$ cat src/rtl/firlt_ram.sv
// generic single-write, single-read memory with registered read data
`default_nettype none
module firlt_ram #(
   parameter int WIDTH = 16,
   parameter int DEPTH = 128
) (
   input  wire logic                     clock,
   input  wire logic                     wr_en,
   input  wire logic [$clog2(DEPTH)-1:0] wr_addr,
   input  wire logic [WIDTH-1:0]         wr_data,
   input  wire logic [$clog2(DEPTH)-1:0] rd_addr,
   output      logic [WIDTH-1:0]         rd_data
);

   logic [WIDTH-1:0] mem [DEPTH];

   // write port
   always_ff @(posedge clock) begin
      if (wr_en) begin
         mem[wr_addr] <= wr_data;
      end
   end

   // read port, registered read data
   always_ff @(posedge clock) begin
      rd_data <= mem[rd_addr];
   end

endmodule
`default_nettype wire

$ cat config.mk
export PLATFORM = sky130hd
export DESIGN_NAME = firlt_ram
export DESIGN_NICKNAME = d
export VERILOG_FILES = /design/src/rtl/firlt_ram.sv
export SDC_FILE = /design/constraint.sdc
export NUM_CORES = 2
export LEC_CHECK = 0
export BUFFER_PORTS_ARGS = -buffer_cell sky130_fd_sc_hd__buf_2
export CORE_MARGIN = 1
export CORE_UTILIZATION = 35
export CTS_BUF_LIST = sky130_fd_sc_hd__clkbuf_4
export CTS_CLUSTER_DIAMETER = 80
export DETAILED_ROUTE_END_ITERATION = 8
export PLACE_DENSITY = 0.57
export SKIP_CTS_REPAIR_TIMING = 1
export SLEW_MARGIN = 15
export SYNTH_ARGS = -nofsm -noshare
export SYNTH_HDL_FRONTEND = slang
export SYNTH_SLANG_ARGS = --single-unit
export TNS_END_PERCENT = 30
$ cat constraint.sdc
create_clock -name clock -period 7.1 [get_ports clock]
set_clock_uncertainty 0.05 [all_clocks]
set_input_delay 0.355 -clock clock [delete_from_list [all_inputs] [get_ports clock]]
set_output_delay 0.355 -clock clock [all_outputs]
set_load 0.01 [all_outputs]
==> flow_summary_export.csv <==
group,metric,value,unit
detailed_routing,via_per_inst,5.26,
floorplan,boundaryPins,48,
detailed_routing,detail-route-antenna-nets,0,
floorplan,dieWidth,476,um
worst_setup_path,end_kind,"flip-flop",
cells_and_area,drive_gt1_share,44.6,%
synthesis,synth_cell_types,17,
synthesis,synth-simple-area-share,0.888,%
detailed_routing,wl_per_cell,29.2,um
worst_setup_path,cp_max_fo,52,
cells_and_area,finalNetCount,3780,
synthesis,synth_xor_area_share,0,%
synthesis,synth.area.top_cells,"edfxtp_1 (78%), mux4_2 (19%), nor2_1 (0.58%), dfxtp_1 (0.41%), clkbuf_1 (0.39%)",
pwr,p_int,19300,uW
sta,setup_violations,0,
sta,finalHoldViolations,0,
synthesis,muxShareOfSynthArea,19.5,%
pwr,total_power,24800,uW
detailed_routing,finalWirelength,206,mm
pwr,powerDensity,274,nW/um2
sta,fin_crit_sh,44.4,%
synthesis,synth_top_family_by_area,"multiplexers",
floorplan,num_rows,173,
detailed_routing,drtPass1Iterations,5,
clocking,numCtsBuffers,547,
clocking,h-tree-depth,6,
cells_and_area,final_common_cell,"edfxtp_1",
worst_setup_path,arrival,4.34,ns
flow_run,cap_violations,0,
sta,worstMarginPinSlew,1.20,ns
synthesis,synth-seq-area-share,78.7,%
synthesis,synth_warnings,0,
worst_setup_path,timing_worst_setup_path_type,"in -> reg",
synthesis,synth-adder-area-share,0,%
global_route,grt_antenna_before_repair,31,
worst_setup_path,critPathMaxStageDelay,0.60,ns
worst_setup_path,cp-start-kind,"input port",
clocking,cts-root-buf,"clkbuf_4",
synthesis,mappedNetlistArea,78500,um2
global_route,track_usage,18.4,%
synthesis,synth_nets,3118,
pwr,p_comb_share,5.2,%
synthesis,ys_ff_latch,2064,
pwr,leakage,0.0284,uW
cells_and_area,final_util,40.8,%
place,hpwl,113,mm
detailed_routing,drc,0,
cells_and_area,nFillCells,19600,
detailed_routing,drt_iter0_drc,3975,
sta,tns,0,ns
sta,fmax,317,MHz
floorplan,die_h,476,um
place,finalWeightedCongestion,0.776,
synthesis,netlist_instances,3086,
sta,slew_violations,0,
global_route,grt_start_max_net_pins,109,
sta,relSlewSlack,19.7,%
floorplan,initial_core_util,35.3,%
cells_and_area,syn_to_final_growth,15.5,%
clocking,clock_path_buffers,4,
global_route,overflow,0,
pwr,switching_share,22.2,%
clocking,clock_sinks,2064,
worst_setup_path,crit_chain,"buf_8 > buf_12 > buf_12 > mux4_2 > mux4_2 > mux4_2 > mux2_2 > dlygate4sd3_1",
floorplan,dieArea,226000,um2
worst_setup_path,required,8.28,ns
synthesis,syn_avg_cell_area,25.4,um2
clocking,insertion_delay,1.38,ns
synthesis,synth_top_area_share,78.3,%
hold_path,hp-class,"in -> reg",
worst_setup_path,rrSetupSlack,4.00,ns
worst_setup_path,timing.critical_path.mode_cell,"mux4_2",
synthesis,synth_compound_area_share,0,%
worst_setup_path,slowest_stage,"mux4_2",
clocking,cts_tree,"done",
pwr,seqPwrFrac,54.4,%
pwr,ir_worst_vdd,0.179,mV
detailed_routing,vias,37100,
floorplan,core_area,223000,um2
cells_and_area,layout_common_cells,"edfxtp_1 (2048), clkbuf_4 (760), mux4_2 (672), buf_4 (184), nor2_2 (82)",
pwr,pwr-share-clk,40.4,%
place,io_buffer_count,47,
synthesis,yosys.area.top_type,"edfxtp_1",
sta,rsz0062_at_grt,"false",
sta,min_period,3.16,ns
global_route,grt_pass1_vias,38600,
pwr,p_sw,5520,uW
global_route,grt_pass1_wl,289,mm
status,status,"finished, final reports clean",
clocking,clk_pin_slew_worst_paths,0.06,ns
==> cell type report <==
type | instances | area, um2 | area share, %
clock buffer | 760 | 5710 | 6.29
antenna | 17 | 42.5 | 0.0469
timing repair buffer | 277 | 2370 | 2.61
multi-input combinational | 858 | 16300 | 17.9
sequential | 2064 | 61800 | 68.2
tap | 2975 | 3720 | 4.10
clock inverter | 106 | 758 | 0.836
==> registers in the layout, indices dropped and copies added, names as in the netlist <==
signal	cells
mem	2048
rd_data	16
==> cells in the mapped netlist <==
cell / instances
buf_4: 1
clkbuf_1: 82
buf_6: 1
dfxtp_1: 16
mux2_2: 16
buf_2: 52
nand2b_1: 2
buf_1: 28
edfxtp_1: 2048
nand3_1: 12
nand2_1: 14
nor3_1: 9
nor2_1: 122
nand4_1: 3
or3_1: 1
mux4_2: 672
nor2b_1: 7
==> kinds of logic after synthesis <==
logic type | count (synthesis)
DFF | 2064
buffers and inverters | 164
and+or+nand+nor | 170
muxes | 688
==> worst max-delay path, delay by kind of cell <==
kind                   cells  cell delay, ns
multiplexers               4            2.03
buffers and inverters      4            1.77
==> worst paths after layout <==
path | from | to | cells past startpoint
worst max register to register | mem[37][13]$_DFFE_PP_ | rd_data[13]$_DFF_P_ | 5
worst min register to register | mem[122][2]$_DFFE_PP_ | rd_data[2]$_DFF_P_ | 4
worst max-delay path | rd_addr[0] | rd_data[13]$_DFF_P_ | 8
worst min-delay path | wr_data[5] | mem[98][5]$_DFFE_PP_ | 2
==> layer usage <==
layer	GRT usage [%]	share of wire [%]	wire [um]	vias up
li1	-	-	-	15100
met1	24.0	40	82800	20100
met2	29.2	49	101000	1555
met3	5.31	8.3	17100	344
met4	6.63	2.8	5730	14
met5	0	0.051	106	-
==> power by group through the flow <==
stage	registers, uW	logic [uW]	clock network (uW)
4_1_cts	13500	1300	10300
5_1_grt	13500	1370	11000
2_1_floorplan	13700	658	0
3_3_place_gp	13800	1280	0
3_5_place_dp	13800	1300	0
6_report	13500	1300	10000
==> metrics by stage <==
stage	instances	cell area, um2	hold WS [ns]	worst slack [ns]
after floorplan	3086	78500	0.404	4.20
after global placement	6126	83700	0.725	3.07
after detailed placement	6126	83700	0.729	3.06
after CTS	6992	90100	-0.759	4.24
after global routing	7043	90600	-0.00480	3.92
final	7057	90700	0.0661	3.94
(Power assumes the default switching activity.)
