--- config.mk ---
export PLATFORM = sky130hd
export DESIGN_NAME = firlt_mac
export DESIGN_NICKNAME = d
export VERILOG_FILES = /design/src/rtl/firlt_pkg.sv /design/src/rtl/firlt_mac.sv
export SDC_FILE = /design/constraint.sdc
export NUM_CORES = 1
export LEC_CHECK = 0
export BUFFER_PORTS_ARGS = -buffer_cell sky130_fd_sc_hd__buf_2
export CAP_MARGIN = 40
export CELL_PAD_IN_SITES_DETAIL_PLACEMENT = 1
export CELL_PAD_IN_SITES_GLOBAL_PLACEMENT = 1
export CORE_UTILIZATION = 35
export DETAILED_ROUTE_END_ITERATION = 12
export GPL_TIMING_DRIVEN = 0
export PLACE_DENSITY_LB_ADDON = 0.1
export SLEW_MARGIN = 15
export SYNTH_ARGS = -nofsm -noshare
export SYNTH_HDL_FRONTEND = slang
export SYNTH_SLANG_ARGS = --single-unit
export TNS_END_PERCENT = 10
--- constraint.sdc ---
create_clock -name clock -period 10.29 [get_ports clock]
set_input_delay 3.087 -clock clock [delete_from_list [all_inputs] [get_ports clock]]
set_output_delay 3.087 -clock clock [all_outputs]
set_load 0.02 [all_outputs]
--- src/rtl/firlt_pkg.sv ---
// shared constants and types of the loadable-tap fir filter
`default_nettype none
package firlt_pkg;

   // filter geometry
   localparam int MAX_TAPS = 128;
   localparam int TAP_AW   = $clog2(MAX_TAPS);
   localparam int TAPS_W   = 8;
   localparam int DATA_W   = 16;
   localparam int PROD_W   = 2 * DATA_W;
   localparam int ACC_W    = 40;
   localparam int FRAC_W   = DATA_W - 1;

   // transaction commands
   localparam logic [1:0] CMD_LOAD   = 2'd0;
   localparam logic [1:0] CMD_SAMPLE = 2'd1;
   localparam logic [1:0] CMD_CLEAR  = 2'd2;

   // one read beat travelling from the sequencer to the mac
   typedef struct packed {
      logic valid;
      logic last;
      logic coef_ok;
      logic dly_ok;
   } mac_ctrl_type;

endpackage
`default_nettype wire

--- src/rtl/firlt_mac.sv ---
// multiply-accumulate datapath with round half up and saturation to q1.15
`default_nettype none
module firlt_mac (
   input  wire logic                                clock,
   input  wire logic                                reset,
   input  wire logic                                acc_clear,
   input  wire firlt_pkg::mac_ctrl_type             mac_ctrl,
   input  wire logic [firlt_pkg::DATA_W-1:0]        coef_rdata,
   input  wire logic [firlt_pkg::DATA_W-1:0]        dly_rdata,
   output      logic                                mac_done,
   output      logic signed [firlt_pkg::DATA_W-1:0] filtered,
   output      logic                                saturated
);

   localparam int TOP_W = firlt_pkg::ACC_W - 2 * firlt_pkg::FRAC_W;

   logic signed [firlt_pkg::DATA_W-1:0] op_a;
   logic signed [firlt_pkg::DATA_W-1:0] op_b;
   logic signed [firlt_pkg::PROD_W-1:0] prod_ff, prod_in;
   logic                                p_valid_ff;
   logic                                p_last_ff;
   logic signed [firlt_pkg::ACC_W-1:0]  acc_ff, acc_in;
   logic                                done_ff;
   logic signed [firlt_pkg::ACC_W-1:0]  rnd;
   logic [TOP_W-2:0]                    rnd_top;
   logic                                pos_over;
   logic                                neg_over;

   // entries never written read as zero
   assign op_a    = mac_ctrl.coef_ok ? signed'(coef_rdata) : '0;
   assign op_b    = mac_ctrl.dly_ok  ? signed'(dly_rdata)  : '0;
   assign prod_in = op_a * op_b;

   // product stage
   always_ff @(posedge clock) begin
      prod_ff <= prod_in;
   end

   always_ff @(posedge clock) begin
      if (reset) begin
         p_valid_ff <= 1'b0;
         p_last_ff  <= 1'b0;
         done_ff    <= 1'b0;
      end else begin
         p_valid_ff <= mac_ctrl.valid;
         p_last_ff  <= mac_ctrl.last;
         done_ff    <= p_valid_ff && p_last_ff;
      end
   end

   // accumulator
   always_comb begin
      acc_in = acc_ff;
      if (acc_clear) begin
         acc_in = '0;
      end else if (p_valid_ff) begin
         acc_in = acc_ff + {{(firlt_pkg::ACC_W - firlt_pkg::PROD_W){prod_ff[firlt_pkg::PROD_W-1]}},
                            prod_ff};
      end
   end

   always_ff @(posedge clock) begin
      acc_ff <= acc_in;
   end

   assign mac_done = done_ff;

   // round half up, then clip when the upper bits are not a sign extension
   assign rnd      = acc_ff + firlt_pkg::ACC_W'(1 << (firlt_pkg::FRAC_W - 1));
   assign rnd_top  = rnd[firlt_pkg::ACC_W-2:2*firlt_pkg::FRAC_W];
   assign pos_over = !rnd[firlt_pkg::ACC_W-1] && (rnd_top != '0);
   assign neg_over = rnd[firlt_pkg::ACC_W-1] && (rnd_top != '1);

   always_comb begin
      saturated = pos_over || neg_over;
      if (pos_over) begin
         filtered = {1'b0, {(firlt_pkg::DATA_W-1){1'b1}}};
      end else if (neg_over) begin
         filtered = {1'b1, {(firlt_pkg::DATA_W-1){1'b0}}};
      end else begin
         filtered = rnd[2*firlt_pkg::FRAC_W:firlt_pkg::FRAC_W];
      end
   end

endmodule
`default_nettype wire

==> flow_summary.yaml, run 1 <==
sta:
  layout_min_cycle_time_ns: 9.83
  rsz0062_at_grt: "false"
  tightest_slew_ns: 0.839
  tns_ns: 0
  fin_ws_ns: 0.457
  fin_crit_sh_pct: 95.6
  drv_slew: 0
  final.setup_skew_ns: 0.00861
  setup_viol_count_final: 0
  max_freq_mhz: 102
  relSlewSlack_pct: 44.1
  finalHoldViolCount: 0
critical_path:
  arrival_ns: 10.06
  crit_fanout: 10
  cp-startpoint: "mac_ctrl[0]"
  rr_startpoint: "acc_ff[16]"
  r2r-end: "acc_ff[39]"
  path_class: "in2reg"
  end_kind: "register"
  cp-start-kind: "primary input"
  r2r_cells: 9
  cp-endpoint: "prod_ff[26]"
  r2r_setup_slack_ns: 6.97
  worstPathRequired_ns: 10.52
cts:
  htree_levels: 3
  post_cts_buffers: 0
  cts-buffers-inserted: 9
  cts_sinks: 75
  cts_tree: "done"
  clk_pin_slew_ns: 0.07
  cts_max_path_buffers: 2
  clock-root-buffer: "clkbuf_16"
  clk_latency_ns: 0.36
finish:
  diodes: 0
  fin_util_pct: 38.7
  multi_input_area_um2: 12000
  layout_common_cells: "inv_1 (325), fa_1 (263), nor2_1 (211), nand2_1 (183), ha_1 (122)"
  n_fill_cell: 5072
  fin_nets: 2271
  drive_above_1_share_pct: 6.32
  syn2layout_area_growth_pct: 8.41
  regArea_um2: 1500
  finalNonFillerCells: 2391
  final_common_cell: "inv_1"
global_routing:
  grt-ovfl-total: 0
  grt_util_met3_pct: 1.63
  grt_pass1_vias: 13238
  grt_usage_pct: 21.5
  use_met2_pct: 36.8
  grt_max_degree: 16
  antenna_found_initial: 0
  busiest_layer: "met2"
  grt_pass1_wl_mm: 73.1
  use_met1_pct: 29.0
route:
  drc: 0
  firstDrtPassIters: 5
  wl_per_cell_um: 19.2
  vias: 12267
  vias_per_cell: 5.13
  ant_nets: 0
  first_iter_violations: 493
  wirelength_mm: 45.9
place:
  gp_congestion: 0.876
  dp_slack_ns: -0.267
  dp.cells: 2375
  dp_hpwl_mm: 39.3
  portBuffers: 54
power_and_ir_drop:
  powerDensity_nw_per_um2: 180
  vdd_drop_max_mv: 0.0934
  power.leakage_uw: 0.00794
run_status:
  status: "finished, final reports clean"
yosys:
  yosysWarnings: 0
  syn_area_per_cell_um2: 8.46
  synth_cell_type_count: 82
  netlist_area_um2: 15100
  synth_edf_count: 0
  async_flop_share_pct: 0
  ys.flop_type: "dfxtp_1"
  ys_seq_area_share_pct: 9.97
  ys_ff_latch: 75
  synthCells: 1781
  syn_nets: 2205
floorplan:
  ios: 57
  dieArea_um2: 43900
  rows: 75
  start_util_pct: 35.7
  fp.dieW_um: 209
  core_area_um2: 42200
  die_h_um: 209
flow_run:
  cap_violations: 0
worst_hold_path:
  hold_path.class: "reg2reg"
-- per-stage QoR --
stage,cell area [um2],hold WS [ns],total power [uW]
after global placement,16000,0.411,2580
after floorplan,15100,0.404,2060
final,16300,0.428,2940
after detailed placement,16000,0.418,2620
after global routing,16300,0.470,3250
after CTS,16300,0.429,2970
-- where the power goes --
part           switching [uW]  internal (uW)  leakage (uW)
Sequential               95.8            389      0.000621
Clock                     139            192      0.000147
Combinational            1260            861       0.00717
-- per-layer routing --
| layer | up-vias | part of all wire [%] |
|---|---|---|
| met5 | - | 0 |
| met4 | 0 | 2.7 |
| met3 | 59 | 2.9 |
| met2 | 224 | 47 |
| met1 | 6186 | 47 |
| li1 | 5798 | - |
-- logic make-up after synthesis --
kind of cell | synth area share [%]
XOR/XNOR | 4.25
multiplexers | 1.07
adder cells (fa/ha/maj) | 45.1
AND/OR/NAND/NOR | 17.8
buffers and inverters | 10.1
AO/OA/AOI/OAI | 11.7
flip-flops | 9.97
-- cell type report --
class | instances | area share [%]
Clock inverter | 7 | 0.498
Tap cell | 539 | 4.13
Multi-Input combinational cell | 1316 | 73.7
Timing Repair Buffer | 55 | 1.75
Clock buffer | 9 | 1.38
Sequential cell | 75 | 9.19
Buffer | 64 | 1.88
Inverter | 326 | 7.49
-- how the worst min path moves through the flow --
stage	start	to	slack, ns	depth (start not counted)
6_report	p_last_ff	mac_done	0.43	2
5_1_grt	p_last_ff	mac_done	0.47	2
4_1_cts	p_last_ff	mac_done	0.43	2
3_5_place_dp	p_last_ff	mac_done	0.42	2
3_3_place_gp	p_last_ff	mac_done	0.41	2
2_1_floorplan	p_last_ff	mac_done	0.40	2
-- cells in the mapped netlist, types with 17 or more instances --
library cell	count	area share [%]
dfxtp_1	75	10
a21oi_1	64	2.1
a21o_1	26	1.3
nor2_1	211	5.3
xor2_1	19	1.1
a211oi_1	17	0.85
clkbuf_1	52	1.3
o21ai_0	41	1.4
fa_1	263	35
xnor2_1	51	3.0
o21a_1	21	1.0
inv_1	325	8.1
nand2_1	183	4.6
nor3_1	27	0.90
and2_1	27	1.1
nand3_1	37	1.2
ha_1	122	10
-- flip-flops by register name, indices dropped and copies added, names as in the netlist --
signal      cells
mac_done        1
p_valid_ff      1
prod_ff        32
p_last_ff       1
acc_ff         40
-- critical path, cell delays in order --
cell	delay, ns
clkbuf_1	0.47
nand2_1	0.38
clkbuf_1	0.39
nor2_1	0.23
fa_1	0.44
inv_1	0.08
fa_1	0.43
fa_1	0.52
inv_1	0.06
fa_1	0.49
fa_1	0.49
inv_1	0.06
fa_1	0.53
inv_1	0.04
ha_1	0.29
buf_6	0.14
a2111o_1	0.43
o21ai_1	0.15
a21oi_1	0.09
and3_1	0.20
a221o_1	0.41
a21boi_1	0.35
mux2i_1	0.22
nand3_1	0.09
-- timing repair --
| action | CTS | global route |
|---|---|---|
| hold buffers | 0 | 0 |
| resized for setup | 0 | 2 |
| hold endpoints to repair | 0 | 0 |
| setup endpoints to repair | 0 | 2 |
(Power assumes the default switching activity.)
==> run 2: changes to the inputs <==
REMOVE_ABC_BUFFERS = 1   (was unset)
==> run 2 against run 1 <==
  * Setup slack worse by 0.16 ns
  * Sequential share of layout area rose by 0.14 points
  * Cell count fell by 2.6%
  * First-iteration DRC count decreased by 17%
  * Total power shrank 0.75%
  * Routed wire length fell by 8.1%
  * Sequential power barely moved
  * Combinational power down 2%
  * Flip-flop and latch count stayed put
  * Highest routed layer unchanged
==> flow_summary.yaml, run 2 (synthesized netlist as in run 1, its figures left out) <==
route:
  vias: 11737
  wirelength_mm: 42.2
  vias_per_cell: 5.04
  first_iter_violations: 411
  wl_per_cell_um: 18.1
  ant_nets: 0
  drc: 0
  firstDrtPassIters: 4
critical_path:
  worstPathRequired_ns: 10.52
  r2r_setup_slack_ns: 7.00
  path_cells: "buf_2 -> nand2_1 -> nor2_1 -> fa_1 -> inv_1 -> fa_1 -> fa_1 -> inv_1 -> fa_1 -> fa_1 -> inv_1 -> fa_1 -> inv_1 -> ha_1 -> a2111o_1 -> o21ai_1 -> a21oi_1 -> and3_1 -> a221o_1 -> a21boi_1 -> mux2i_1 -> nand3_1"
  cpMaxStageDelayCell: "nand2_1"
  path_class: "in2reg"
  end_kind: "register"
  worst-path-buf-inv: 5
  cpMostUsedCell: "fa_1"
  crit_fanout: 38
  cpPeakStageDelay_ns: 0.65
  cp-start-kind: "primary input"
  arrival_ns: 10.22
  crit_family: "adder cells"
sta:
  finalHoldViolCount: 0
  setup_viol_count_final: 0
  max_freq_mhz: 100
  final.setup_skew_ns: 0.00972
  finalHoldWorstSlack_ns: 0.422
  rsz0062_at_grt: "false"
  drv_slew: 0
  tightest_slew_ns: 0.853
  fin_ws_ns: 0.298
  layout_min_cycle_time_ns: 9.99
  relSlewSlack_pct: 43.1
  fin_crit_sh_pct: 97.1
cts:
  cts_sinks: 75
  clock-root-buffer: "clkbuf_16"
  cts_tree: "done"
  clk_latency_ns: 0.36
  htree_levels: 3
  cts_max_path_buffers: 2
  post_cts_buffers: 0
  cts-resized-gates: 0
  clk_pin_slew_ns: 0.06
  cts-buffers-inserted: 9
  ctsHoldBuffers: 0
finish:
  largest_reg_flops: 40
  largest_register: "acc_ff"
  final_common_cell: "inv_1"
  reg_top3: "acc_ff: 40 flops, prod_ff: 32 flops"
  final_area_um2: 16100
  layout_common_cells: "inv_1 (324), fa_1 (263), nor2_1 (211), nand2_1 (182), ha_1 (122)"
  fin_nets: 2210
  diodes: 0
  drive_above_1_share_pct: 6.42
  syn2layout_area_growth_pct: 6.88
  fin_util_pct: 38.1
power_and_ir_drop:
  power.leakage_uw: 0.00785
  vdd_drop_max_mv: 0.0982
  powerDensity_nw_per_um2: 181
  p_total_uw: 2920
worst_hold_path:
  hold_path.class: "reg2reg"
floorplan:
  fp.dieW_um: 209
  rows: 75
  core_area_um2: 42200
  start_util_pct: 35.7
  ios: 57
  dieArea_um2: 43900
  die_h_um: 209
place:
  place_area_um2: 15800
  dp_hpwl_mm: 35.9
  portBuffers: 56
  dp_slack_ns: -0.0413
  gp_congestion: 0.875
global_routing:
  antenna_found_initial: 0
  grt_usage_pct: 20.0
  grt_pass1_vias: 12769
  grt-ovfl-total: 0
  grt_max_degree: 40
  grt_pass1_wl_mm: 69.2
flow_run:
  cap_violations: 0
run_status:
  status: "finished, final reports clean"
==> run 2: cell types whose count changed in the layout (fill, tap and decap cells not counted), sizes merged <==
| cell | delta |
|---|---|
| buf | -5 |
| bufbuf | -1 |
| bufinv | +2 |
| clkbuf | -54 |
| clkinvlp | +1 |
| inv | -4 |
==> run 2: tightest hold or removal path: stages (launching register included) <==
cell and delay [ns]:
dfxtp_1 0.30, nand2_1 0.05, nor2_1 0.03
==> run 2: report_power, final <==
group	total, uW	switching, uW	internal, uW
clock network	364	127	237
logic	2070	1230	843
registers	482	92.2	389
total	2920	1450	1470
==> run 2: worst paths after layout <==
| kind | startpoint | end | cells after the start |
|---|---|---|---|
| setup reg to reg | acc_ff[16] | acc_ff[39] | 9 |
| hold / removal | p_last_ff | mac_done | 2 |
| hold reg to reg | p_last_ff | mac_done | 2 |
| setup / recovery | mac_ctrl[0] | prod_ff[26] | 22 |
==> run 2: layout make-up <==
type	count	area, um2
clock buffers	10	229
clock inverters	6	114
fillers	5047	26100
inverters	326	1220
multi-input cells	1316	12000
flip-flops and latches	75	1500
well taps	539	674
repair buffers	58	320
==> run 2: per-layer routing <==
layer	global-route usage [%]	part of all wire [%]	vias to the layer above
li1	-	-	5662
met5	0	0	-
met4	5.31	2.2	0
met1	27.7	50	5894
met3	2.05	2.1	36
met2	33.4	46	145
==> run 2: stage by stage <==
step	TNS, ns	std cells
4_1_cts	0	2330
5_1_grt	0	2330
6_report	0	2330
2_1_floorplan	0	1717
3_3_place_gp	0	2312
3_5_place_dp	-0.0803	2314
==> run 3: changes to the inputs <==
clock period = 10.7 ns   (was 10.29 ns; I/O delays follow)
==> run 3 against run 2 <==
  * Clock power fell by 4%
  * Setup slack better by 0.28 ns
  * Core utilization is essentially flat
  * Hold slack unchanged
  * Design area hardly changed
  * Flip-flop and latch count unchanged
  * Critical path depth did not move
  * Count of clock-buffer cells in the layout stayed put
  * Non-clock buffer count stayed put
  * Critical path type unchanged
==> flow_summary.yaml, run 3 (synthesized netlist as in run 1, its figures left out) <==
run_status:
  status: "finished, final reports clean"
global_routing:
  grt-ovfl-total: 0
  grt_usage_pct: 20.0
  grt_max_degree: 40
  antenna_found_initial: 0
  grt_pass1_vias: 12769
  grt_pass1_wl_mm: 69.2
finish:
  final_common_cell: "inv_1"
  finalNonFillerCells: 2330
  n_fill_cell: 5045
  fin_util_pct: 38.1
  fin_nets: 2210
  largest_register: "acc_ff"
  layout_common_cells: "inv_1 (324), fa_1 (263), nor2_1 (211), nand2_1 (183), ha_1 (122)"
  syn2layout_area_growth_pct: 6.86
  largest_reg_flops: 40
  diodes: 0
  final_area_um2: 16100
  drive_above_1_share_pct: 6.37
  reg_top3: "acc_ff: 40 flops, prod_ff: 32 flops"
route:
  first_iter_violations: 399
  vias_per_cell: 5.04
  drc: 0
  wirelength_mm: 42.3
  vias: 11753
  ant_nets: 0
  wl_per_cell_um: 18.1
  firstDrtPassIters: 4
cts:
  clock-root-buffer: "clkbuf_16"
  cts_tree: "done"
  cts-buffers-inserted: 9
  htree_levels: 3
  clk_latency_ns: 0.36
  clk_pin_slew_ns: 0.06
  cts-resized-gates: 0
  cts_sinks: 75
  cts_max_path_buffers: 2
  ctsHoldBuffers: 0
  post_cts_buffers: 0
critical_path:
  arrival_ns: 10.35
  r2r_setup_slack_ns: 7.41
  crit_fanout: 38
  path_class: "in2reg"
  end_kind: "register"
  worstPathRequired_ns: 10.93
  rr_startpoint: "acc_ff[16]"
  r2r-end: "acc_ff[39]"
  cp-start-kind: "primary input"
  r2r_cells: 9
power_and_ir_drop:
  powerDensity_nw_per_um2: 174
  p_clk_share_pct: 12.5
  netSwitchingPower_uw: 1390
  pwr-share-comb_pct: 71.0
  power.leakage_uw: 0.00785
  p_int_uw: 1410
  vdd_drop_max_mv: 0.0944
  seq_power_share_pct: 16.5
  sw_frac_of_total_pct: 49.6
floorplan:
  ios: 57
  start_util_pct: 35.7
  core_area_um2: 42200
  die_h_um: 209
  rows: 75
  fp.dieW_um: 209
  dieArea_um2: 43900
worst_hold_path:
  holdPathStages: 2
  whs_endpoint: "mac_done"
  hold_path_startpoint: "p_last_ff"
  hold_path.class: "reg2reg"
sta:
  tightest_slew_ns: 0.856
  finalHoldViolCount: 0
  setup_viol_count_final: 0
  drv_slew: 0
  max_freq_mhz: 98.8
  relSlewSlack_pct: 42.9
  layout_min_cycle_time_ns: 10.12
  rsz0062_at_grt: "false"
  fin_crit_sh_pct: 94.6
  final.setup_skew_ns: 0.00972
  tns_ns: 0
place:
  portBuffers: 56
  place_area_um2: 15800
  dp_hpwl_mm: 35.9
  gp_congestion: 0.875
  dp.cells: 2314
flow_run:
  cap_violations: 0
run 3: metrics by stage:
stage	setup slack, ns	power [uW]	hold WS [ns]
after global placement	0.315	2430	0.411
after detailed placement	0.246	2480	0.416
after floorplan	1.76	1950	0.404
final	0.578	2810	0.422
after global routing	0.268	3120	0.455
after CTS	0.610	2840	0.426
run 3: how the worst max path moves through the flow:
stage | cells past startpoint | slack [ns] | end | startpoint
floorplan | 21 | 1.76 | prod_ff[30] | dly_rdata[4]
global placement | 22 | 0.32 | prod_ff[26] | mac_ctrl[0]
detailed placement | 22 | 0.25 | prod_ff[26] | mac_ctrl[0]
CTS | 22 | 0.61 | prod_ff[26] | mac_ctrl[0]
global route | 22 | 0.27 | prod_ff[30] | mac_ctrl[0]
finish | 22 | 0.58 | prod_ff[26] | mac_ctrl[0]
run 3: power by group through the flow:
stage / clock [uW] / combinational [uW] / sequential, uW
after floorplan: 0 / 1520 / 435
after global placement: 0 / 1960 / 471
after detailed placement: 0 / 2010 / 469
after CTS: 362 / 2020 / 464
after global routing: 372 / 2270 / 477
final: 351 / 1990 / 463
run 3: cell type report:
class | count | area (um2) | share of cell area, %
inverters | 326 | 1220 | 7.60
clock buffers | 10 | 229 | 1.42
clock inverters | 6 | 114 | 0.707
flip-flops and latches | 75 | 1500 | 9.33
repair buffers | 58 | 320 | 1.99
multi-input cells | 1316 | 12000 | 74.8
well taps | 539 | 674 | 4.19
run 3: critical path, stage by stage:
cell      delay [ns]
buf_2           0.55
nand2_1         0.65
nor2_1          0.33
fa_1            0.44
inv_1           0.08
fa_1            0.46
fa_1            0.52
inv_1           0.05
fa_1            0.50
fa_1            0.55
inv_1           0.05
fa_1            0.54
inv_1           0.04
ha_1            0.39
a2111o_1        0.47
o21ai_1         0.15
a21oi_1         0.09
and3_1          0.20
a221o_1         0.39
a21boi_1        0.33
mux2i_1         0.22
nand3_1         0.09
run 3: layer usage:
metal	GRT usage (%)	part of all wire (%)	vias to the layer above
met5	0	0	-
met1	27.7	50	5904
met3	2.05	2.1	36
met2	33.4	46	150
li1	-	-	5663
met4	5.31	2.2	0
