### config.mk
export PLATFORM = sky130hd
export DESIGN_NAME = firlt_ctrl
export DESIGN_NICKNAME = d
export VERILOG_FILES = /design/src/rtl/firlt_pkg.sv /design/src/rtl/firlt_ctrl.sv
export SDC_FILE = /design/constraint.sdc
export NUM_CORES = 1
export LEC_CHECK = 0
export CAP_MARGIN = 20
export CORE_AREA = 5 5 182 184
export CTS_BUF_LIST = sky130_fd_sc_hd__clkbuf_4 sky130_fd_sc_hd__clkbuf_8
export DETAILED_ROUTE_END_ITERATION = 6
export DIE_AREA = 0 0 187 189
export DONT_BUFFER_PORTS = 1
export GPL_ROUTABILITY_DRIVEN = 0
export PLACE_DENSITY = 0.52
export SLEW_MARGIN = 20
export SYNTH_ARGS = -nofsm -noshare
export SYNTH_HDL_FRONTEND = slang
export SYNTH_SLANG_ARGS = --single-unit
### constraint.sdc
create_clock -name clock -period 8.95 [get_ports clock]
set_clock_uncertainty 0.2 [all_clocks]
set_input_delay 0.895 -clock clock [delete_from_list [all_inputs] [get_ports clock]]
set_output_delay 0.895 -clock clock [all_outputs]
set_load 0.02 [all_outputs]
### src/rtl/firlt_pkg.sv
// shared constants and types of the loadable-tap fir filter
`default_nettype none
package firlt_pkg;

   // filter geometry
   localparam int MAX_TAPS = 128;
   localparam int TAP_AW   = $clog2(MAX_TAPS);
   localparam int TAPS_W   = 8;
   localparam int DATA_W   = 16;
   localparam int PROD_W   = 2 * DATA_W;
   localparam int ACC_W    = 40;
   localparam int FRAC_W   = DATA_W - 1;

   // transaction commands
   localparam logic [1:0] CMD_LOAD   = 2'd0;
   localparam logic [1:0] CMD_SAMPLE = 2'd1;
   localparam logic [1:0] CMD_CLEAR  = 2'd2;

   // one read beat travelling from the sequencer to the mac
   typedef struct packed {
      logic valid;
      logic last;
      logic coef_ok;
      logic dly_ok;
   } mac_ctrl_type;

endpackage
`default_nettype wire

### src/rtl/firlt_ctrl.sv
// sequencer: command decode, delay line pointer, entry valid bits and tap walk
`default_nettype none
module firlt_ctrl (
   input  wire logic                                 clock,
   input  wire logic                                 reset,
   input  wire logic                                 req_valid,
   output      logic                                 req_ready,
   input  wire logic [1:0]                           req_command,
   input  wire logic [firlt_pkg::TAP_AW-1:0]         req_coef_index,
   input  wire logic [firlt_pkg::TAPS_W-1:0]         tap_count,
   input  wire logic                                 out_free,
   input  wire logic                                 mac_done,
   output      logic                                 coef_we,
   output      logic [firlt_pkg::TAP_AW-1:0]         coef_raddr,
   output      logic                                 dly_we,
   output      logic [firlt_pkg::TAP_AW-1:0]         dly_waddr,
   output      logic [firlt_pkg::TAP_AW-1:0]         dly_raddr,
   output      logic                                 acc_clear,
   output      firlt_pkg::mac_ctrl_type              mac_ctrl,
   output      logic                                 out_load
);

   localparam logic [1:0] ST_IDLE  = 2'd0;
   localparam logic [1:0] ST_RUN   = 2'd1;
   localparam logic [1:0] ST_DRAIN = 2'd2;
   localparam logic [1:0] ST_DONE  = 2'd3;

   logic [1:0]                          state_ff, state_in;
   logic [firlt_pkg::TAP_AW-1:0]        cnt_ff, cnt_in;
   logic [firlt_pkg::TAP_AW-1:0]        newest_ff, newest_in;
   logic [firlt_pkg::MAX_TAPS-1:0]      coef_ok_ff, coef_ok_in;
   logic [firlt_pkg::MAX_TAPS-1:0]      dly_ok_ff, dly_ok_in;
   firlt_pkg::mac_ctrl_type             s1_ff, s1_in;
   logic [firlt_pkg::TAPS_W-1:0]        taps_eff;
   logic [firlt_pkg::TAP_AW-1:0]        slot;
   logic                                accept;
   logic                                issue;
   logic                                last_issue;

   // taps in use, clipped to the store depth
   assign taps_eff = (tap_count > firlt_pkg::TAPS_W'(firlt_pkg::MAX_TAPS)) ?
                     firlt_pkg::TAPS_W'(firlt_pkg::MAX_TAPS) : tap_count;

   assign req_ready  = (state_ff == ST_IDLE);
   assign accept     = req_valid && req_ready;
   assign slot       = newest_ff + firlt_pkg::TAP_AW'(1);
   assign last_issue = (firlt_pkg::TAPS_W'(cnt_ff) == taps_eff - firlt_pkg::TAPS_W'(1));

   // read addresses walk coefficient i against sample k-i
   assign coef_raddr = cnt_ff;
   assign dly_raddr  = newest_ff - cnt_ff;
   assign dly_waddr  = slot;

   // next-state logic
   always_comb begin
      state_in   = state_ff;
      cnt_in     = cnt_ff;
      newest_in  = newest_ff;
      coef_ok_in = coef_ok_ff;
      dly_ok_in  = dly_ok_ff;
      coef_we    = 1'b0;
      dly_we     = 1'b0;
      acc_clear  = 1'b0;
      out_load   = 1'b0;
      issue      = 1'b0;
      case (state_ff)
         ST_IDLE: begin
            if (accept) begin
               case (req_command)
                  firlt_pkg::CMD_LOAD: begin
                     coef_we                    = 1'b1;
                     coef_ok_in[req_coef_index] = 1'b1;
                  end
                  firlt_pkg::CMD_CLEAR: begin
                     dly_ok_in = '0;
                  end
                  firlt_pkg::CMD_SAMPLE: begin
                     dly_we          = 1'b1;
                     dly_ok_in[slot] = 1'b1;
                     newest_in       = slot;
                     acc_clear       = 1'b1;
                     cnt_in          = '0;
                     state_in        = (taps_eff == '0) ? ST_DONE : ST_RUN;
                  end
                  default: begin
                  end
               endcase
            end
         end
         ST_RUN: begin
            issue  = 1'b1;
            cnt_in = cnt_ff + firlt_pkg::TAP_AW'(1);
            if (last_issue) begin
               state_in = ST_DRAIN;
            end
         end
         ST_DRAIN: begin
            if (mac_done) begin
               state_in = ST_DONE;
            end
         end
         ST_DONE: begin
            if (out_free) begin
               out_load = 1'b1;
               state_in = ST_IDLE;
            end
         end
         default: begin
            state_in = ST_IDLE;
         end
      endcase
   end

   // beat that lines up with the memory read data
   always_comb begin
      s1_in.valid   = issue;
      s1_in.last    = issue && last_issue;
      s1_in.coef_ok = coef_ok_ff[coef_raddr];
      s1_in.dly_ok  = dly_ok_ff[dly_raddr];
   end

   assign mac_ctrl = s1_ff;

   // control registers
   always_ff @(posedge clock) begin
      if (reset) begin
         state_ff   <= ST_IDLE;
         cnt_ff     <= '0;
         newest_ff  <= '0;
         coef_ok_ff <= '0;
         dly_ok_ff  <= '0;
         s1_ff      <= '0;
      end else begin
         state_ff   <= state_in;
         cnt_ff     <= cnt_in;
         newest_ff  <= newest_in;
         coef_ok_ff <= coef_ok_in;
         dly_ok_ff  <= dly_ok_in;
         s1_ff      <= s1_in;
      end
   end

endmodule
`default_nettype wire

==> results.json, run 1 <==
{
  "outcome": "completed",
  "vias": 9449,
  "ys_async_sr_fraction_pct": 0,
  "cts.clk_slew.worst_paths_ps": 60,
  "maxSlewHeadroom_pct": 30.3,
  "cts_root_buf": "clkbuf_8",
  "internal_power_mw": 2.06,
  "rsz0062_at_grt": "no",
  "p_clk_share_pct": 42.7,
  "detail_route.vias_per_cell": 5.49,
  "period_minus_slack_ps": 4670,
  "crit_family": "compound AO/OA/AOI/OAI gates",
  "core.rowCount": 65,
  "p_switching_mw": 0.763,
  "post_cts_buffers": 0,
  "clkSinkCount": 276,
  "hold_class": "input pin to flop",
  "drtAntennaViolNets": 0,
  "ios": 52,
  "p_total_mw": 2.83,
  "pwr-share-comb_pct": 12.9,
  "grt_pass1_vias": 8931,
  "p_sw_share_pct": 27.0,
  "cts_buffer_depth": 3,
  "multi_input_comb_area_um2": 5800,
  "dr.pass1.iters": 5,
  "die_x_um": 187,
  "endpoint_kind": "output pin",
  "drt-met1-wl_mm": 15.7,
  "cp_data_required_time_ps": 7860,
  "seq_power_share_pct": 44.5,
  "layout.nets": 1322,
  "crit_buf_inv": 2,
  "worstPathArrival_ps": 3580,
  "place_hpwl_mm": 20.0,
  "timing.critical_path.slowest_cell_delay_ps": 750,
  "synth_cells": 1286,
  "h-tree-depth": 2,
  "postSynthAreaPerCell_um2": 9.08,
  "drv_slew": 0,
  "holdWs_ps": 234,
  "antenna_found_initial": 0,
  "power_density_nw_per_um2": 215,
  "wirelength_mm": 32.6,
  "crit_type": "flop to output pin",
  "critPathMaxFanout": 11,
  "clock.fmax_mhz": 214,
  "drt_iter0_drc": 816,
  "fin_tns_setup_ps": 0,
  "fillers": 3137,
  "dieArea_um2": 35300,
  "period_share_pct": 52.2,
  "max_cap_violations": 0,
  "synth_fp_nets": 1324,
  "port_buffers": 0,
  "grt_first_pass_wirelength_mm": 51.7,
  "area_delta_synth_final_pct": 12.5,
  "holdBufCountCts": 0,
  "grtUsageTotal_pct": 18.1,
  "cts-resized-gates": 0,
  "clock_latency_ps": 560,
  "hold_viol": 0,
  "drc": 0,
  "ys.flop_type": "dfxtp_1",
  "top_layer": "met4",
  "ff_latch_area_um2": 5530,
  "antenna_cells": 0,
  "worst_pin_slew_ps": 1040,
  "ys_types": 64,
  "leakagePower_nw": 4.77,
  "ys_ff_latch": 276,
  "avgRoutedWirePerCell_um": 18.9,
  "drive_gt1_share_pct": 14.5,
  "overflow": 0,
  "route.met3.wl_mm": 2.22,
  "wl_met2_mm": 14.1,
  "yosys_warnings": 0,
  "crit_chain": "inv_1 > ha_1 > a211oi_1 > o21bai_1 > a21oi_1 > xnor2_1 > inv_1",
  "numCtsBuffers": 47,
  "synth_edf_count": 0,
  "die_h_um": 189,
  "peakVddDrop_mv": 0.103,
  "worstSetupStartpointType": "flop",
  "tritoncts": "built",
  "core-area_um2": 31200,
  "initial_core_util_pct": 37.4,
  "syn_area_um2": 11700,
  "cp_slowest_cell": "dfxtp_1",
  "crit_path_frequent_cell": "inv_1",
  "setup_viol_count_final": 0,
  "grt_max_degree": 147,
  "ys_seq_area_share_pct": 47.3
}
-- metal layers --
layer,vias up,GRT usage (%)
met5,-,0
li1,4541,-
met3,42,4.06
met4,0,4.12
met1,4613,26.6
met2,253,27.2
-- sequential cells by signal (all words and copies together) (netlist names) --
name,cells
coef_raddr,7
mac_ctrl,4
dly_ok_ff,128
state_ff,2
coef_ok_ff,128
newest_ff,7
-- cells by family after synthesis --
group | after synthesis | synth area share, %
and+or+nand+nor | 448 | 16.1
AOI/OAI and AO/OA | 334 | 16.0
DFF | 276 | 47.3
buffers and inverters | 101 | 3.52
muxes | 87 | 13.5
xor gates and xnor gates | 24 | 1.80
adders and majority gates | 16 | 1.78
-- power groups by stage --
stage                     Sequential, mW  Combinational [mW]  Clock, mW
final                               1.26               0.363       1.21
after CTS                           1.26               0.367       1.23
after detailed placement            1.28               0.366          0
after floorplan                     1.28               0.294          0
after global routing                1.26               0.396       1.30
after global placement              1.28               0.367          0
-- final timing paths --
path	slack, ps	end	cells past startpoint	from
max	4280	dly_raddr[6]	7	coef_raddr[3]
min	230	newest_ff[2]	1	reset
max reg2reg	4990	mac_ctrl[0]	8	coef_raddr[3]
min reg2reg	260	dly_ok_ff[40]	2	dly_ok_ff[40]
-- final cells by class --
type / count / area share [%]
flip-flops and latches: 276 / 42.1
repair buffers: 24 / 1.37
clock inverters: 5 / 0.267
clock buffers: 80 / 7.57
well taps: 402 / 3.83
inverters: 26 / 0.743
multi-input cells: 909 / 44.1
-- Yosys cell counts, types with 2 or more instances --
cell type,n,area [µm²]
a21oi_1,269,1350
o221ai_1,7,61.3
a311oi_1,2,17.5
nand3_1,16,80.1
a21o_1,2,15.0
dfxtp_1,276,5530
xor2_1,9,78.8
buf_4,4,30.0
nor2b_1,5,31.3
and3_1,3,18.8
o31a_1,2,17.5
mux4_2,56,1260
clkinv_1,2,7.51
nand2_1,38,143
or3_1,3,18.8
buf_2,8,40.0
nand2b_1,10,62.6
clkbuf_1,61,229
a31oi_1,2,12.5
nor4_1,8,50.1
nand3b_1,2,15.0
mux2i_1,29,290
o21bai_1,5,37.5
xnor2_1,15,131
inv_1,22,82.6
o22ai_1,5,31.3
nor3_1,20,100
o21ai_0,16,80.1
nor2_1,320,1200
a32oi_1,4,35.0
o22a_1,2,17.5
nand4_1,13,81.3
inv_2,2,7.51
o32ai_1,2,17.5
ha_1,15,188
mux2_2,2,22.5
or2_2,2,12.5
-- layout by cell type, fill, tap and decap left out, types with 14 or more instances in the layout --
| cell type | Yosys | routed |
|---|---|---|
| clkbuf_4 | 0 | 17 |
| dfxtp_1 | 276 | 274 |
| nor3_1 | 20 | 14 |
| nand3_1 | 16 | 16 |
| mux2i_1 | 29 | 29 |
| nor2_1 | 320 | 320 |
| xnor2_1 | 15 | 15 |
| mux4_2 | 56 | 56 |
| nand2_1 | 38 | 38 |
| a21oi_1 | 269 | 269 |
| clkbuf_8 | 0 | 63 |
| inv_1 | 22 | 22 |
| ha_1 | 15 | 15 |
| o21ai_0 | 16 | 16 |
| buf_4 | 4 | 24 |
-- stage by stage --
stage	setup WS [ps]	util [%]	area (µm²)	instances
finish	4280	42.1	13100	1722
global route	4000	42.1	13100	1722
CTS	4210	42.1	13100	1722
detailed placement	4840	38.8	12100	1637
global placement	4890	38.8	12100	1637
floorplan	4800	-	11700	1286
Note: power is estimated with default switching activity, not from simulation.
==> run 2: changes to the inputs <==
- clock period: 8.95 -> 4.61 ns (I/O delays scaled with it)
==> results.json, run 2 (synthesis gave the netlist of run 1 again) <==
{
  "p_switching_mw": 1.51,
  "grt_pass1_vias": 8988,
  "p_clk_share_pct": 42.2,
  "internal_power_mw": 4.00,
  "dieArea_um2": 35300,
  "p_sw_share_pct": 27.4,
  "tritoncts": "built",
  "drt_iter0_drc": 761,
  "port_buffers": 0,
  "cts_root_buf": "clkbuf_8",
  "setup_viol_count_final": 0,
  "core-area_um2": 31200,
  "clkSinkCount": 276,
  "grtUsageTotal_pct": 18.0,
  "worstPathArrival_ps": 3320,
  "cts.clk_slew.worst_paths_ps": 60,
  "layout.nets": 1331,
  "overflow": 0,
  "antenna_found_initial": 0,
  "numCtsBuffers": 48,
  "max_cap_violations": 0,
  "cts_buffer_depth": 3,
  "top_regs": "coef_ok_ff: 128 flops, dly_ok_ff: 128 flops",
  "wirelength_mm": 32.5,
  "fin_tns_setup_ps": 0,
  "drv_slew": 0,
  "crit_type": "flop to output pin",
  "outcome": "completed",
  "worstSetupStartpointType": "flop",
  "hold_viol": 0,
  "die_h_um": 189,
  "period_share_pct": 86.3,
  "grt_first_pass_wirelength_mm": 51.7,
  "hold_class": "input pin to flop",
  "grt_max_degree": 143,
  "cp_data_required_time_ps": 3950,
  "cts-resized-gates": 0,
  "pwr-share-comb_pct": 13.8,
  "die_x_um": 187,
  "vias": 9391,
  "seq_power_share_pct": 44.1,
  "most-common-layout-cells": "320 x nor2_1, 274 x dfxtp_1, 269 x a21oi_1",
  "leakagePower_nw": 4.79,
  "drive_gt1_share_pct": 14.5,
  "core.rowCount": 65,
  "drtAntennaViolNets": 0,
  "critPathMaxFanout": 6,
  "drc": 0,
  "ios": 52,
  "mostFrequentLayoutCell": "nor2_1",
  "worst_pin_slew_ps": 1100,
  "fin_cells": 1727,
  "maxSlewHeadroom_pct": 26.4,
  "clock_latency_ps": 580,
  "clock.fmax_mhz": 251,
  "rsz0062_at_grt": "no",
  "power_density_nw_per_um2": 417,
  "post_cts_buffers": 0,
  "area_delta_synth_final_pct": 13.2,
  "avgRoutedWirePerCell_um": 18.8,
  "period_minus_slack_ps": 3980,
  "h-tree-depth": 2,
  "antenna_cells": 0,
  "place_hpwl_mm": 20.1,
  "peakVddDrop_mv": 0.225,
  "p_total_mw": 5.51,
  "initial_core_util_pct": 37.4,
  "fillers": 3102,
  "dp_cells": 1638,
  "dr.pass1.iters": 5,
  "endpoint_kind": "output pin",
  "detail_route.vias_per_cell": 5.44
}
run 2: changes by cell type in the layout (fill, tap and decap cells not counted), sizes merged:
| cell | before | now |
|---|---|---|
| dlygate4sd3 | 0 | 6 |
| clkbuf | 80 | 77 |
| buf | 24 | 26 |
| clkinv | 4 | 2 |
| bufinv | 0 | 1 |
| clkinvlp | 1 | 2 |
run 2: repair_timing:
| item | 4_1_cts | 5_1_grt |
|---|---|---|
| setup endpoints to repair | 0 | 0 |
| endpoints found under the hold margin | 141 | 0 |
| hold buffers | 7 | 0 |
run 2: final timing paths:
kind | start | endpoint | slack [ps] | cells past startpoint
worst max-delay path | newest_ff[0] | dly_raddr[6] | 630 | 9
worst min-delay path | req_coef_index[6] | coef_ok_ff[25] | 40 | 3
worst max register to register | newest_ff[0] | mac_ctrl[0] | 930 | 12
worst min register to register | coef_ok_ff[122] | coef_ok_ff[122] | 260 | 2
run 2: layout make-up:
cell class / count / area [µm²] / share of cell area [%]
Timing Repair Buffer: 32 / 288 / 2.18
Sequential cell: 276 / 5530 / 41.8
Multi-Input combinational cell: 909 / 5810 / 43.9
Tap cell: 402 / 503 / 3.80
Clock inverter: 5 / 65.1 / 0.492
Inverter: 26 / 97.6 / 0.738
Clock buffer: 77 / 935 / 7.07
run 2: critical path, stage by stage (launching register included):
cell	delay, ps
dfxtp_1	360
inv_1	280
ha_1	220
inv_1	50
fa_2	350
a211oi_1	510
o21bai_1	150
a21oi_1	190
xnor2_1	360
inv_1	270
run 2: through the flow:
stage                     cell area (µm²)  setup slack, ps  util [%]  hold WS, ps
after CTS                           13200              599      42.3         4.46
after floorplan                     11700              464         -          231
after global placement              12100             1080      38.8          241
final                               13200              631      42.3         43.0
after detailed placement            12100             1000      38.9          250
after global routing                13200              380      42.3         19.5
run 2: routing by layer:
metal	part of all wire, %	track usage, %	up-vias
met1	49	26.7	4547
met3	6.4	3.85	51
met5	0	0	-
li1	-	-	4542
met4	2.2	4.69	0
met2	42	26.8	251
run 2: power by group through the flow:
stage | clock [mW] | sequential (mW) | combinational [mW]
2_1_floorplan | 0 | 2.48 | 0.570
3_3_place_gp | 0 | 2.48 | 0.738
3_5_place_dp | 0 | 2.48 | 0.737
4_1_cts | 2.38 | 2.43 | 0.767
5_1_grt | 2.49 | 2.43 | 0.829
6_report | 2.32 | 2.43 | 0.758
==> run 3: changes to the inputs <==
- ABC_AREA: default -> 1
- CORE_AREA: 5 5 182 184 -> 5 5 188 190
- DIE_AREA: 0 0 187 189 -> 0 0 193 195
==> results.json, run 3 <==
{
  "ys_async_sr_fraction_pct": 0,
  "power_density_nw_per_um2": 489,
  "setup_viol_count_final": 0,
  "hold_class": "input pin to flop",
  "synth_compound_area_share_pct": 22.8,
  "die_h_um": 195,
  "max_cap_violations": 0,
  "ios": 52,
  "critPathMaxFanout": 36,
  "synthXorXnorAreaFrac_pct": 1.05,
  "initial_core_util_pct": 37.7,
  "holdWs_ps": 19.9,
  "die_x_um": 193,
  "yosys_warnings": 0,
  "ys.flop_type": "dfxtp_1",
  "ff_latch_area_um2": 5530,
  "peakVddDrop_mv": 0.274,
  "maxSlewHeadroom_pct": 29.3,
  "synth.area.top_cells": "dfxtp_1 44%, a21oi_1 15%, nand2_1 10%",
  "ys_types": 39,
  "ys_ff_latch": 276,
  "grt_max_degree": 137,
  "synth_fp_nets": 1829,
  "drc": 0,
  "most-common-layout-cells": "369 x a21oi_1, 343 x nand2_1, 275 x dfxtp_1",
  "outcome": "completed",
  "area_delta_synth_final_pct": 11.9,
  "dr.pass1.iters": 5,
  "grtUsageTotal_pct": 19.0,
  "worst_pin_slew_ps": 1060,
  "place_hpwl_mm": 21.8,
  "worstPathArrival_ps": 3050,
  "synthSimpleGateAreaFrac_pct": 19.1,
  "clock_latency_ps": 580,
  "antenna_found_initial": 0,
  "synth_fa_ha_area_share_pct": 1.66,
  "core-area_um2": 33300,
  "cts_root_buf": "clkbuf_8",
  "synth_top_area_share_pct": 44.0,
  "top_regs": "coef_ok_ff: 128 flops, dly_ok_ff: 128 flops",
  "drt_iter0_drc": 642,
  "mostFrequentLayoutCell": "a21oi_1",
  "clock.fmax_mhz": 270,
  "grt_first_pass_wirelength_mm": 57.7,
  "postSynthAreaPerCell_um2": 7.01,
  "dieArea_um2": 37600,
  "crit_type": "flop to output pin",
  "avgRoutedWirePerCell_um": 16.1,
  "overflow": 0,
  "synth_most_common_cell": "a21oi_1",
  "cts-resized-gates": 0,
  "clkSinkCount": 276,
  "synth_mux_area_share_pct": 0.399,
  "h-tree-depth": 2,
  "cp_data_required_time_ps": 3950,
  "wirelength_mm": 36.5,
  "hold_viol": 0,
  "port_buffers": 0,
  "antenna_cells": 0,
  "fin_tns_setup_ps": 0,
  "detail_route.vias_per_cell": 4.94,
  "layout.nets": 1815,
  "cts.clk_slew.worst_paths_ps": 60,
  "drive_gt1_share_pct": 9.03,
  "multi_input_comb_area_um2": 5680,
  "p_total_mw": 6.87,
  "leakagePower_nw": 5.11,
  "worstSetupStartpointType": "flop",
  "vias": 11190,
  "synth_edf_count": 0,
  "ys_seq_area_share_pct": 44.0,
  "synth_top_family_by_area": "compound AO/OA/AOI/OAI gates",
  "tritoncts": "built",
  "endpoint_kind": "output pin",
  "synth_cells": 1791,
  "drv_slew": 0,
  "period_share_pct": 80.4,
  "design_area_um2": 14000,
  "cts_buffer_depth": 3,
  "syn_area_um2": 12500,
  "numCtsBuffers": 49,
  "ys_top_cells_by_count": "369 x a21oi_1, 343 x nand2_1, 276 x dfxtp_1",
  "core.rowCount": 67,
  "grt_pass1_vias": 10467,
  "placed_area_um2": 12900,
  "period_minus_slack_ps": 3710,
  "rsz0062_at_grt": "no",
  "drtAntennaViolNets": 0,
  "utilization_pct": 42.2,
  "fillers": 3534,
  "yosysTopAreaCell": "dfxtp_1"
}
## run 3: kinds of logic after synthesis
| kind of cell | after synthesis |
|---|---|
| and+or+nand+nor | 581 |
| AOI/OAI and AO/OA | 551 |
| buffers and inverters | 347 |
| DFF | 276 |
| adders and majority gates | 16 |
| xor gates and xnor gates | 15 |
| muxes | 5 |
## run 3: repair_timing
action,in CTS,in global routing
endpoints found under the setup margin,0,0
hold buffers,2,0
hold endpoints to repair,136,0
setup buffers,0,0
## run 3: power breakdown
group	total, mW	leakage [nW]	internal [mW]	switching, mW
clock network	2.46	0.584	1.41	1.05
logic	1.92	2.30	0.545	1.38
registers	2.49	2.22	2.42	0.0661
total	6.87	5.11	4.37	2.49
## run 3: worst paths after layout
check	startpoint	endpoint	slack, ps	cells past startpoint
worst max-delay path	coef_raddr[0]	dly_raddr[4]	900	8
worst min-delay path	reset	state_ff[1]	20	3
worst max register to register	coef_raddr[0]	mac_ctrl[0]	1320	11
worst min register to register	coef_ok_ff[107]	coef_ok_ff[107]	240	2
## run 3: area by class of cell
cell class	instances	share of cell area (%)
Clock buffer	83	7.33
Clock inverter	8	0.356
Inverter	256	6.86
Multi-Input combinational cell	1168	40.4
Sequential cell	276	39.4
Tap cell	448	3.99
Timing Repair Buffer	26	1.67
## run 3: per-stage QoR
stage               setup WS, ps  std cells
floorplan                   1600       1791
global placement            1320       2171
detailed placement          1320       2171
CTS                          861       2264
global route                 670       2265
finish                       903       2265
## run 3: critical path, cell delays in order (launching register included)
cell and delay [ps]:
dfxtp_4 630, ha_2 250, inv_1 60, fa_2 390, a21oi_1 140, o21ai_1 100, xor2_1 420, inv_1 260
buf_4 220
## run 3: metal layers
metal,GRT usage (%),routed length [µm],vias to the layer above
met1,26.7,17700,5169
met3,3.54,1870,59
met2,30.0,16200,227
li1,-,-,5735
met4,5.43,725,0
met5,0,0,-
